**config.mk**
```make
export PLATFORM = sky130hd
export DESIGN_NAME = best_fit_unit_allocator
export DESIGN_NICKNAME = d
export VERILOG_FILES = /design/src/rtl/bfa_pkg.sv /design/src/rtl/bfa_ctrl.sv /design/src/rtl/bfa_dp.sv /design/src/rtl/best_fit_unit_allocator.sv
export SDC_FILE = /design/constraint.sdc
export NUM_CORES = 1
export LEC_CHECK = 0
export BUFFER_PORTS_ARGS = -buffer_cell sky130_fd_sc_hd__buf_2
export CELL_PAD_IN_SITES_DETAIL_PLACEMENT = 0
export CELL_PAD_IN_SITES_GLOBAL_PLACEMENT = 2
export CORE_AREA = 2 2 238 240
export DETAILED_ROUTE_END_ITERATION = 6
export DIE_AREA = 0 0 240 242
export PLACE_DENSITY_LB_ADDON = 0.1
export SLEW_MARGIN = 20
export SYNTH_ARGS = -nofsm -noshare
export SYNTH_HDL_FRONTEND = slang
export SYNTH_SLANG_ARGS = --single-unit
```
**constraint.sdc**
```tcl
create_clock -name i_clk -period 3.3 [get_ports i_clk]
set_input_delay 0.165 -clock i_clk [delete_from_list [all_inputs] [get_ports i_clk]]
set_output_delay 0.165 -clock i_clk [all_outputs]
set_load 0.1 [all_outputs]
```
**src/rtl/bfa_pkg.sv**
```systemverilog
package bfa_pkg;

    // Fixed field widths of the request and result beats.
    localparam int OP_W    = 1;
    localparam int PID_W   = 4;
    localparam int BYTES_W = 16;
    localparam int UB_W    = 13;
    localparam int CODE_W  = 2;
    localparam int START_W = 6;
    localparam int COUNT_W = 7;
    localparam int DATA_W  = 32;
    localparam int ADDR_W  = 3;

    // Restoring divider takes one quotient bit per cycle.
    localparam int DIV_STEPS = BYTES_W;
    localparam int DCNT_W    = $clog2(DIV_STEPS);

    typedef logic [OP_W-1:0]   t_op;
    typedef logic [CODE_W-1:0] t_code;
    typedef logic [1:0]        t_pstat;

    localparam t_op OP_ALLOC = 1'b0;
    localparam t_op OP_FREE  = 1'b1;

    localparam t_code RC_DONE   = 2'd0;
    localparam t_code RC_NOFIT  = 2'd1;
    localparam t_code RC_STATUS = 2'd2;

    localparam t_pstat ST_PENDING   = 2'd0;
    localparam t_pstat ST_ALLOCATED = 2'd1;
    localparam t_pstat ST_FINISHED  = 2'd2;

    // Register map, index of the word.
    localparam logic REG_UNIT_BYTES = 1'b0;

    typedef enum logic [3:0] {
        S_CLEAR,
        S_IDLE,
        S_STAT,
        S_CHECK,
        S_DIV,
        S_FIT,
        S_SCAN,
        S_PICK,
        S_MARK,
        S_FREE,
        S_DONE
    } t_state;

    typedef struct packed {
        logic   clr_step;
        logic   load;
        logic   div_init;
        logic   div_step;
        logic   pass_init;
        logic   scan_en;
        logic   sweep_en;
        logic   take_fit;
        logic   mark_step;
        logic   stat_we;
        t_pstat stat_val;
        logic   code_we;
        t_code  code;
    } t_cmd;

    typedef struct packed {
        logic   clr_last;
        t_op    op;
        logic   pid_ok;
        t_pstat stat;
        logic   div_last;
        logic   too_big;
        logic   pass_last;
        logic   found;
        logic   need_zero;
        logic   mark_last;
    } t_sts;

endpackage

```
**src/rtl/bfa_ctrl.sv**
```systemverilog
module bfa_ctrl (
    input  logic          i_clk,
    input  logic          i_rst_n,
    input  logic          i_start,
    input  bfa_pkg::t_sts i_sts,
    output bfa_pkg::t_cmd o_cmd,
    output logic          o_busy,
    output logic          o_done
);
    import bfa_pkg::*;

    t_state r_state;
    t_state n_state;

    always_ff @(posedge i_clk) begin
        if (!i_rst_n) begin
            r_state <= S_CLEAR;
        end else begin
            r_state <= n_state;
        end
    end

    always_comb begin
        n_state = r_state;
        o_cmd   = '0;
        o_busy  = 1'b1;
        o_done  = 1'b0;
        unique case (r_state)
            S_CLEAR: begin
                o_cmd.clr_step = 1'b1;
                if (i_sts.clr_last) begin
                    n_state = S_IDLE;
                end
            end
            S_IDLE: begin
                o_busy = 1'b0;
                if (i_start) begin
                    o_cmd.load = 1'b1;
                    n_state    = S_STAT;
                end
            end
            S_STAT: begin
                // The status memory is read with the loaded r_pid; its registered word r_stat_q is ready in S_CHECK.
                n_state = S_CHECK;
            end
            S_CHECK: begin
                o_cmd.code_we = 1'b1;
                o_cmd.code    = RC_STATUS;
                n_state       = S_DONE;
                if (i_sts.pid_ok) begin
                    if (i_sts.op == OP_ALLOC && i_sts.stat == ST_PENDING) begin
                        o_cmd.code_we  = 1'b0;
                        o_cmd.div_init = 1'b1;
                        n_state        = S_DIV;
                    end else if (i_sts.op == OP_FREE && i_sts.stat == ST_ALLOCATED) begin
                        o_cmd.code      = RC_DONE;
                        o_cmd.stat_we   = 1'b1;
                        o_cmd.stat_val  = ST_FINISHED;
                        o_cmd.pass_init = 1'b1;
                        n_state         = S_FREE;
                    end
                end
            end
            S_DIV: begin
                o_cmd.div_step = 1'b1;
                if (i_sts.div_last) begin
                    n_state = S_FIT;
                end
            end
            S_FIT: begin
                if (i_sts.too_big) begin
                    o_cmd.code_we = 1'b1;
                    o_cmd.code    = RC_NOFIT;
                    n_state       = S_DONE;
                end else begin
                    o_cmd.pass_init = 1'b1;
                    n_state         = S_SCAN;
                end
            end
            S_SCAN: begin
                o_cmd.scan_en = 1'b1;
                if (i_sts.pass_last) begin
                    n_state = S_PICK;
                end
            end
            S_PICK: begin
                o_cmd.code_we = 1'b1;
                if (!i_sts.found) begin
                    o_cmd.code = RC_NOFIT;
                    n_state    = S_DONE;
                end else begin
                    o_cmd.code     = RC_DONE;
                    o_cmd.take_fit = 1'b1;
                    o_cmd.stat_we  = 1'b1;
                    o_cmd.stat_val = ST_ALLOCATED;
                    n_state        = i_sts.need_zero ? S_DONE : S_MARK;
                end
            end
            S_MARK: begin
                o_cmd.mark_step = 1'b1;
                if (i_sts.mark_last) begin
                    n_state = S_DONE;
                end
            end
            S_FREE: begin
                o_cmd.sweep_en = 1'b1;
                if (i_sts.pass_last) begin
                    n_state = S_DONE;
                end
            end
            S_DONE: begin
                o_done  = 1'b1;
                n_state = S_IDLE;
            end
            default: begin
                n_state = S_IDLE;
            end
        endcase
    end

endmodule

```
**src/rtl/bfa_dp.sv**
```systemverilog
module bfa_dp #(
    parameter int UNITS = 64,
    parameter int PROCS = 16
) (
    input  logic                          i_clk,
    input  logic                          i_rst_n,
    input  bfa_pkg::t_cmd                 i_cmd,
    output bfa_pkg::t_sts                 o_sts,
    input  logic [bfa_pkg::UB_W-1:0]      i_unit_bytes,
    input  bfa_pkg::t_op                  i_operation,
    input  logic [bfa_pkg::PID_W-1:0]     i_process_id,
    input  logic [bfa_pkg::BYTES_W-1:0]   i_request_bytes,
    output bfa_pkg::t_code                o_result_code,
    output logic [bfa_pkg::START_W-1:0]   o_start_unit,
    output logic [bfa_pkg::COUNT_W-1:0]   o_unit_count
);
    import bfa_pkg::*;

    localparam int AW    = $clog2(UNITS);
    localparam int PW    = (PROCS > 1) ? $clog2(PROCS) : 1;
    localparam int LW    = $clog2(UNITS + 2);
    localparam int CLR_N = (UNITS > PROCS) ? UNITS : PROCS;
    localparam int CLW   = $clog2(CLR_N);

    // Unit memory word: used flag on top, owner below.
    logic [PID_W:0] r_umem [UNITS];
    t_pstat         r_smem [PROCS];

    logic [CLW-1:0]     r_clr;
    t_op                r_op;
    logic [PID_W-1:0]   r_pid;
    logic [BYTES_W-1:0] r_dvd;
    logic [UB_W-1:0]    r_rem;
    logic [DCNT_W-1:0]  r_dcnt;
    logic [LW-1:0]      r_need;
    logic               r_too_big;
    logic [AW-1:0]      r_addr;
    logic               r_iss;
    logic               r_rd_vld;
    logic [AW-1:0]      r_rd_idx;
    logic [PID_W:0]     r_rd_q;
    t_pstat             r_stat_q;
    logic [LW-1:0]      r_cur_len;
    logic [AW-1:0]      r_cur_start;
    logic [LW-1:0]      r_best_len;
    logic [AW-1:0]      r_best_start;
    logic               r_found;
    logic [AW-1:0]      r_waddr;
    logic [LW-1:0]      r_k;
    t_code              r_code;
    logic [AW-1:0]      r_start;
    logic [LW-1:0]      r_count;

    logic [PW+PID_W-1:0] pid_ext;
    logic [PW-1:0]       pid_idx;
    logic                pid_ok;
    logic [UB_W-1:0]     divisor;
    logic [UB_W:0]       div_sh;
    logic                div_ge;
    logic [UB_W:0]       div_diff;
    logic                rd_free;
    logic                rd_last;
    logic [LW-1:0]       len_now;
    logic [AW-1:0]       start_now;
    logic                run_close;
    logic                run_fits;
    logic                sweep_hit;
    logic                clr_unit;
    logic                clr_proc;
    logic                u_we;
    logic [AW-1:0]       u_waddr;
    logic [PID_W:0]      u_wdata;
    logic                s_we;
    logic [PW-1:0]       s_waddr;
    t_pstat              s_wdata;

    assign pid_ext = {{PW{1'b0}}, r_pid};
    assign pid_idx = pid_ext[PW-1:0];
    assign pid_ok  = 32'(r_pid) < 32'(PROCS);

    // A unit size of zero divides as one.
    assign divisor  = (i_unit_bytes == '0) ? UB_W'(1) : i_unit_bytes;
    assign div_sh   = {r_rem, r_dvd[BYTES_W-1]};
    assign div_ge   = div_sh >= {1'b0, divisor};
    assign div_diff = div_sh - {1'b0, divisor};

    // Run tracking over the bitmap, one unit per cycle.
    assign rd_free   = !r_rd_q[PID_W];
    assign rd_last   = r_rd_idx == AW'(UNITS - 1);
    assign len_now   = rd_free ? r_cur_len + LW'(1) : r_cur_len;
    assign start_now = (rd_free && r_cur_len == '0) ? r_rd_idx : r_cur_start;
    assign run_close = !rd_free || rd_last;
    assign run_fits  = (len_now != '0) && (len_now >= r_need) && (len_now < r_best_len);
    assign sweep_hit = i_cmd.sweep_en && r_rd_vld && !rd_free && (r_rd_q[PID_W-1:0] == r_pid);

    assign clr_unit = i_cmd.clr_step && (32'(r_clr) < 32'(UNITS));
    assign clr_proc = i_cmd.clr_step && (32'(r_clr) < 32'(PROCS));

    always_comb begin
        u_we    = 1'b0;
        u_waddr = r_waddr;
        u_wdata = {1'b1, r_pid};
        if (clr_unit) begin
            u_we    = 1'b1;
            u_waddr = r_clr[AW-1:0];
            u_wdata = '0;
        end else if (i_cmd.mark_step) begin
            u_we = 1'b1;
        end else if (sweep_hit) begin
            u_we    = 1'b1;
            u_waddr = r_rd_idx;
            u_wdata = {1'b0, r_pid};
        end
    end

    always_comb begin
        s_we    = i_cmd.stat_we;
        s_waddr = pid_idx;
        s_wdata = i_cmd.stat_val;
        if (clr_proc) begin
            s_we    = 1'b1;
            s_waddr = r_clr[PW-1:0];
            s_wdata = ST_PENDING;
        end
    end

    always_ff @(posedge i_clk) begin
        if (u_we) begin
            r_umem[u_waddr] <= u_wdata;
        end
        r_rd_q <= r_umem[r_addr];
    end

    always_ff @(posedge i_clk) begin
        if (s_we) begin
            r_smem[s_waddr] <= s_wdata;
        end
        r_stat_q <= r_smem[pid_idx];
    end

    // Control counters and flags.
    always_ff @(posedge i_clk) begin
        if (!i_rst_n) begin
            r_clr    <= '0;
            r_iss    <= 1'b0;
            r_rd_vld <= 1'b0;
            r_addr   <= '0;
            r_dcnt   <= '0;
            r_k      <= '0;
        end else begin
            if (i_cmd.clr_step) begin
                r_clr <= r_clr + CLW'(1);
            end
            if (i_cmd.div_init) begin
                r_dcnt <= '0;
            end else if (i_cmd.div_step) begin
                r_dcnt <= r_dcnt + DCNT_W'(1);
            end
            if (i_cmd.pass_init) begin
                r_addr <= '0;
                r_iss  <= 1'b1;
            end else if (r_iss) begin
                r_addr <= r_addr + AW'(1);
                if (r_addr == AW'(UNITS - 1)) begin
                    r_iss <= 1'b0;
                end
            end
            r_rd_vld <= r_iss;
            if (i_cmd.take_fit) begin
                r_k <= LW'(1);
            end else if (i_cmd.mark_step) begin
                r_k <= r_k + LW'(1);
            end
        end
    end

    // Payload registers.
    always_ff @(posedge i_clk) begin
        r_rd_idx <= r_addr;
        if (i_cmd.load) begin
            r_op    <= i_operation;
            r_pid   <= i_process_id;
            r_dvd   <= i_request_bytes;
            r_start <= '0;
            r_count <= '0;
        end
        if (i_cmd.div_init) begin
            r_rem <= '0;
        end else if (i_cmd.div_step) begin
            r_rem <= div_ge ? div_diff[UB_W-1:0] : div_sh[UB_W-1:0];
            r_dvd <= {r_dvd[BYTES_W-2:0], div_ge};
        end
        if (i_cmd.pass_init) begin
            r_too_big   <= 32'(r_dvd) > 32'(UNITS);
            r_need      <= r_dvd[LW-1:0];
            r_cur_len   <= '0;
            r_cur_start <= '0;
            r_best_len  <= LW'(UNITS + 1);
            r_best_start <= '0;
            r_found     <= 1'b0;
        end else if (i_cmd.scan_en && r_rd_vld) begin
            r_cur_len   <= run_close ? '0 : len_now;
            r_cur_start <= start_now;
            if (run_close && run_fits) begin
                r_best_len   <= len_now;
                r_best_start <= start_now;
                r_found      <= 1'b1;
            end
        end
        if (sweep_hit) begin
            r_count <= r_count + LW'(1);
        end
        if (i_cmd.take_fit) begin
            r_start <= r_best_start;
            r_count <= r_need;
            r_waddr <= r_best_start;
        end else if (i_cmd.mark_step) begin
            r_waddr <= r_waddr + AW'(1);
        end
        if (i_cmd.code_we) begin
            r_code <= i_cmd.code;
        end
    end

    always_comb begin
        o_sts           = '0;
        o_sts.clr_last  = r_clr == CLW'(CLR_N - 1);
        o_sts.op        = r_op;
        o_sts.pid_ok    = pid_ok;
        o_sts.stat      = r_stat_q;
        o_sts.div_last  = r_dcnt == DCNT_W'(DIV_STEPS - 1);
        // The quotient has settled in the dividend register after the last step.
        o_sts.too_big   = 32'(r_dvd) > 32'(UNITS);
        o_sts.pass_last = r_rd_vld && rd_last;
        o_sts.found     = r_found && !r_too_big;
        o_sts.need_zero = r_need == '0;
        o_sts.mark_last = r_k == r_count;
    end

    assign o_result_code = r_code;
    assign o_start_unit  = START_W'(r_start);
    assign o_unit_count  = COUNT_W'(r_count);

endmodule

```
**src/rtl/best_fit_unit_allocator.sv**
```systemverilog
// Best-fit allocator over a bitmap of UNITS memory units for PROCS processes.
// A request is taken when start is high and busy is low; its one result beat
// appears on the result ports for a single cycle with o_done high, and it
// must be captured then. An allocate first divides the request size by
// unit_bytes bit-serially, then makes one pass over the unit memory to find
// the best hole (one unit per cycle through its single read port), then
// marks the units granted one after another. A deallocate makes its own
// pass over the unit memory, and a request rejected on process status is
// answered without a pass. After reset, busy stays high while the unit and
// status memories are cleared; unit_bytes may be written meanwhile.
module best_fit_unit_allocator #(
    parameter int UNITS = 64,
    parameter int PROCS = 16
) (
    input  logic                          i_clk,
    input  logic                          i_rst_n,
    input  logic                          psel,
    input  logic                          penable,
    input  logic                          pwrite,
    input  logic [bfa_pkg::ADDR_W-1:0]    paddr,
    input  logic [bfa_pkg::DATA_W-1:0]    pwdata,
    output logic [bfa_pkg::DATA_W-1:0]    prdata,
    output logic                          pready,
    input  logic                          start,
    output logic                          busy,
    input  bfa_pkg::t_op                  i_operation,
    input  logic [bfa_pkg::PID_W-1:0]     i_process_id,
    input  logic [bfa_pkg::BYTES_W-1:0]   i_request_bytes,
    output logic                          o_done,
    output bfa_pkg::t_code                o_result_code,
    output logic [bfa_pkg::START_W-1:0]   o_start_unit,
    output logic [bfa_pkg::COUNT_W-1:0]   o_unit_count
);
    import bfa_pkg::*;

    logic [UB_W-1:0] r_unit_bytes;
    t_cmd            cmd;
    t_sts            sts;
    logic            reg_sel;

    assign pready  = 1'b1;
    assign reg_sel = paddr[ADDR_W-1] == REG_UNIT_BYTES;
    assign prdata  = reg_sel ? DATA_W'(r_unit_bytes) : '0;

    always_ff @(posedge i_clk) begin
        if (!i_rst_n) begin
            r_unit_bytes <= UB_W'(1);
        end else if (psel && penable && pwrite && reg_sel) begin
            r_unit_bytes <= pwdata[UB_W-1:0];
        end
    end

    bfa_ctrl u_ctrl (
        .i_clk   (i_clk),
        .i_rst_n (i_rst_n),
        .i_start (start),
        .i_sts   (sts),
        .o_cmd   (cmd),
        .o_busy  (busy),
        .o_done  (o_done)
    );

    bfa_dp #(
        .UNITS (UNITS),
        .PROCS (PROCS)
    ) u_dp (
        .i_clk           (i_clk),
        .i_rst_n         (i_rst_n),
        .i_cmd           (cmd),
        .o_sts           (sts),
        .i_unit_bytes    (r_unit_bytes),
        .i_operation     (i_operation),
        .i_process_id    (i_process_id),
        .i_request_bytes (i_request_bytes),
        .o_result_code   (o_result_code),
        .o_start_unit    (o_start_unit),
        .o_unit_count    (o_unit_count)
    );

    a_done_busy: assert property (@(posedge i_clk) disable iff (!i_rst_n)
        o_done |-> busy)
        else $error("result beat shown while the block reports idle");

    a_fail_zero: assert property (@(posedge i_clk) disable iff (!i_rst_n)
        (o_done && o_result_code != RC_DONE) |-> (o_start_unit == '0 && o_unit_count == '0))
        else $error("failed request reports a nonzero start or count");

    a_code_legal: assert property (@(posedge i_clk) disable iff (!i_rst_n)
        o_done |-> (o_result_code == RC_DONE || o_result_code == RC_NOFIT ||
                    o_result_code == RC_STATUS))
        else $error("result beat carries an undefined code");

    a_accept_busy: assert property (@(posedge i_clk) disable iff (!i_rst_n)
        (start && !busy) |=> (busy && !o_done))
        else $error("accepted request did not hold the block busy");

endmodule

```
==> results.py <==
metrics = {
    "logic_synthesis": {
        "yosys.cell_types.count": 82,
        "synth_cells": 1532,
        "synthArstFlopShare": 0,
        "yosysWarnings": 0,
        "ys_seq_area_frac": 0.630,
        "synth_area_leaders": "edfxtp_1, mux4_2, dfxtp_1",
        "synth_top_area_share": 0.529,
        "synth-edff-count": 386,
        "synth.top_cells.by_count": "edfxtp_1, nor2_1, mux4_2, nand2_1, dfxtp_1",
        "yosys.area.top_type": "edfxtp_1",
        "synth_area_mm2": 0.0219,
        "yosysMostFrequentCell": "edfxtp_1",
        "ys_ff_latch": 497,
        "avgSynthCellArea_um2": 14.3,
        "synth_ff_type": "edfxtp_1",
    },
    "place": {
        "numPlacedInstances": 2415,
        "preCtsSetupSlack_ns": -0.209,
        "post-dp-hpwl_mm": 37.5,
        "gp_routability_congestion": 0.826,
        "portBuffers": 70,
        "placed_area_mm2": 0.0240,
    },
    "cts": {
        "cts_tree": "done",
        "h-tree-depth": 2,
        "cts_buffer_depth": 3,
        "post_cts_buffers": 0,
        "clockRootBuffer": "clkbuf_16",
        "cts_made_buffers": 54,
        "clk_latency_ns": 0.61,
        "cts.sinks": 497,
        "clk_pin_slew_ns": 0.06,
    },
    "die": {
        "fp.dieArea_mm2": 0.0581,
        "die_height_um": 242,
        "io_pins": 112,
        "fp.dieW_um": 240,
        "num_rows": 87,
        "core_area_mm2": 0.0557,
        "initial_utilization": 0.393,
    },
    "final_layout": {
        "multiInputGateArea_mm2": 0.00765,
        "areaGrowthSynthToFinish_pct": 19.6,
        "fillCellCount": 4969,
        "drive_above_1_share": 0.255,
        "fin_cells": 2551,
        "regArea_mm2": 0.0138,
        "antenna_cells": 0,
        "fin_area_mm2": 0.0262,
        "nets": 1845,
    },
    "drt": {
        "drc_errors": 0,
        "first_iter_violations": 923,
        "avgRoutedWirePerCell_um": 21.3,
        "vias_per_cell": 5.19,
        "drtAntennaViolNets": 0,
        "vias": 13243,
        "drt_pre_antenna_iters": 5,
        "wl_mm": 54.4,
    },
    "timing": {
        "hold_slack_ns": 0.0664,
        "timing.final.hold_violations": 0,
        "rsz0062_at_grt": "no",
        "tns_ns": 0,
        "finalMaxSlewViolations": 0,
        "max_freq_ghz": 0.315,
        "fin_ws_ns": 0.128,
        "final.period_utilization": 0.961,
        "tightest_slew_ns": 1.01,
        "fin_crit_ns": 3.17,
        "skew_ns": 0.0167,
        "setup_viol": 0,
        "slew_headroom": 0.322,
    },
    "critical_path": {
        "cp-end-kind": "flip-flop",
        "rrSetupSlack_ns": 0.13,
        "critPathKind": "reg2reg",
        "crit_path_max_incr_delay_ns": 0.46,
        "crit_required_ns": 3.62,
        "cp-start-kind": "flip-flop",
        "critPathMaxFanout": 7,
        "crit_path_top_delay_cell": "or3b_1",
        "crit_chain": "xor2_1, nor3_2, buf_4, nand4_1, buf_4, or3_1, o311ai_1, or3b_1, buf_4, nor2_1, buf_4",
        "crit_path_frequent_cell": "buf_4",
        "critical_path_arrival_ns": 3.49,
    },
    "global_routing": {
        "overflow": 0,
        "grt_max_degree": 60,
        "grt_pass1_wl_mm": 83.3,
        "grt.total_usage": 0.190,
        "antenna_found_initial": 0,
        "grt_pass1_vias": 13491,
    },
    "power": {
        "ir_drop_mv": 0.408,
        "powerDensity_mw_per_mm2": 619,
        "p_leak_uw": 0.00933,
    },
    "worst_hold_path": {
        "worstHoldPathType": "in2reg",
    },
    "flow_run": {
        "maxCapViolations": 0,
    },
    "status": {
        "outcome": "finished clean",
    },
}
==> cells by family (layout without fill, tap and decap cells) <==
logic type | count (synthesis) | after routing | synth area share
simple gates | 441 | 441 | 0.0955
other cells | 2 | 20 | 0.000343
fa+ha+maj | 33 | 33 | 0.0192
xor+xnor | 53 | 53 | 0.0212
flops | 497 | 497 | 0.630
compound gates | 188 | 188 | 0.0571
buf+inv | 138 | 383 | 0.0288
mux | 180 | 180 | 0.147
==> layout make-up <==
type,instances,area share
inverters,41,0.00587
well taps,756,0.0361
repair buffers,241,0.0697
clock inverters,36,0.0145
flip-flops and latches,497,0.528
clock buffers,65,0.0540
multi-input cells,915,0.292
==> flip-flops by register name (all words and copies together) (netlist names), 7 cells and up <==
| signal | count |
|---|---|
| r_unit_bytes | 13 |
| u_dp.o_unit_count | 7 |
| u_dp.r_best_len | 7 |
| u_dp.r_cur_len | 7 |
| u_dp.r_dvd | 16 |
| u_dp.r_k | 7 |
| u_dp.r_need | 7 |
| u_dp.r_rem | 13 |
| u_dp.r_smem | 32 |
| u_dp.r_umem | 320 |
==> path summary, 6_finish.rpt <==
kind | from | end | cells after the start
worst max register to register | u_dp.pid_idx[1]$_DFFE_PP_ | u_dp.r_umem[42][0]$_DFFE_PP_ | 11
worst min-delay path | i_rst_n | r_unit_bytes[0]$_SDFFE_PN1P_ | 2
worst max-delay path | u_dp.pid_idx[1]$_DFFE_PP_ | u_dp.r_umem[42][0]$_DFFE_PP_ | 11
worst min register to register | u_dp.r_best_start[5]$_SDFFE_PP0P_ | u_dp.r_best_start[5]$_SDFFE_PP0P_ | 2
==> worst max-delay path: cells and delay by family, from the launching register on <==
kind / cells / cell delay (ns)
simple gates: 5 / 1.32
buf+inv: 4 / 0.81
flops: 1 / 0.41
xor+xnor: 1 / 0.19
compound gates: 1 / 0.14
==> cells in the final DEF, fill, tap and decap left out, types with 16 or more instances in the layout <==
cell	instances
a21oi_1	44
nor2_1	164
dlygate4sd3_1	34
mux2i_1	54
nand2_1	113
edfxtp_1	386
nand3_1	19
conb_1	20
nor3_1	16
buf_2	70
nand4_1	18
dfxtp_1	108
o21ai_0	30
mux4_2	113
buf_4	129
inv_1	40
clkbuf_16	55
xor2_1	27
ha_1	32
xnor2_1	25
==> per-stage QoR <==
| step | power, µW | utilization |
|---|---|---|
| floorplan | 9200 | - |
| global placement | 10200 | 0.430 |
| detailed placement | 10200 | 0.430 |
| CTS | 16400 | 0.469 |
| global route | 16900 | 0.470 |
| finish | 16200 | 0.470 |
==> routing by layer <==
layer  vias to the layer above  share of wire  routed length (µm)  global-route usage
met3                        72          0.041                2230              0.0293
met2                       257           0.47               25400               0.300
li1                       6219              -                   -                   -
met4                         0          0.018                1010              0.0431
met1                      6695           0.47               25800               0.278
met5                         -              0                   0                   0
==> where the power goes <==
part | internal (µW) | leakage [µW] | switching, µW
Combinational | 1030 | 0.00400 | 1630
Sequential | 7220 | 0.00445 | 230
Clock | 3610 | 0.000877 | 2490
Total | 11900 | 0.00933 | 4360
==> repair_timing <==
item | 4_1_cts | 5_1_grt
hold buffers | 34 | 0
pin swaps | 0 | 2
hold endpoints to repair | 34 | 0
endpoints found under the setup margin | 161 | 156
resized for setup | 6 | 10
Note: power is estimated with default switching activity, not from simulation.
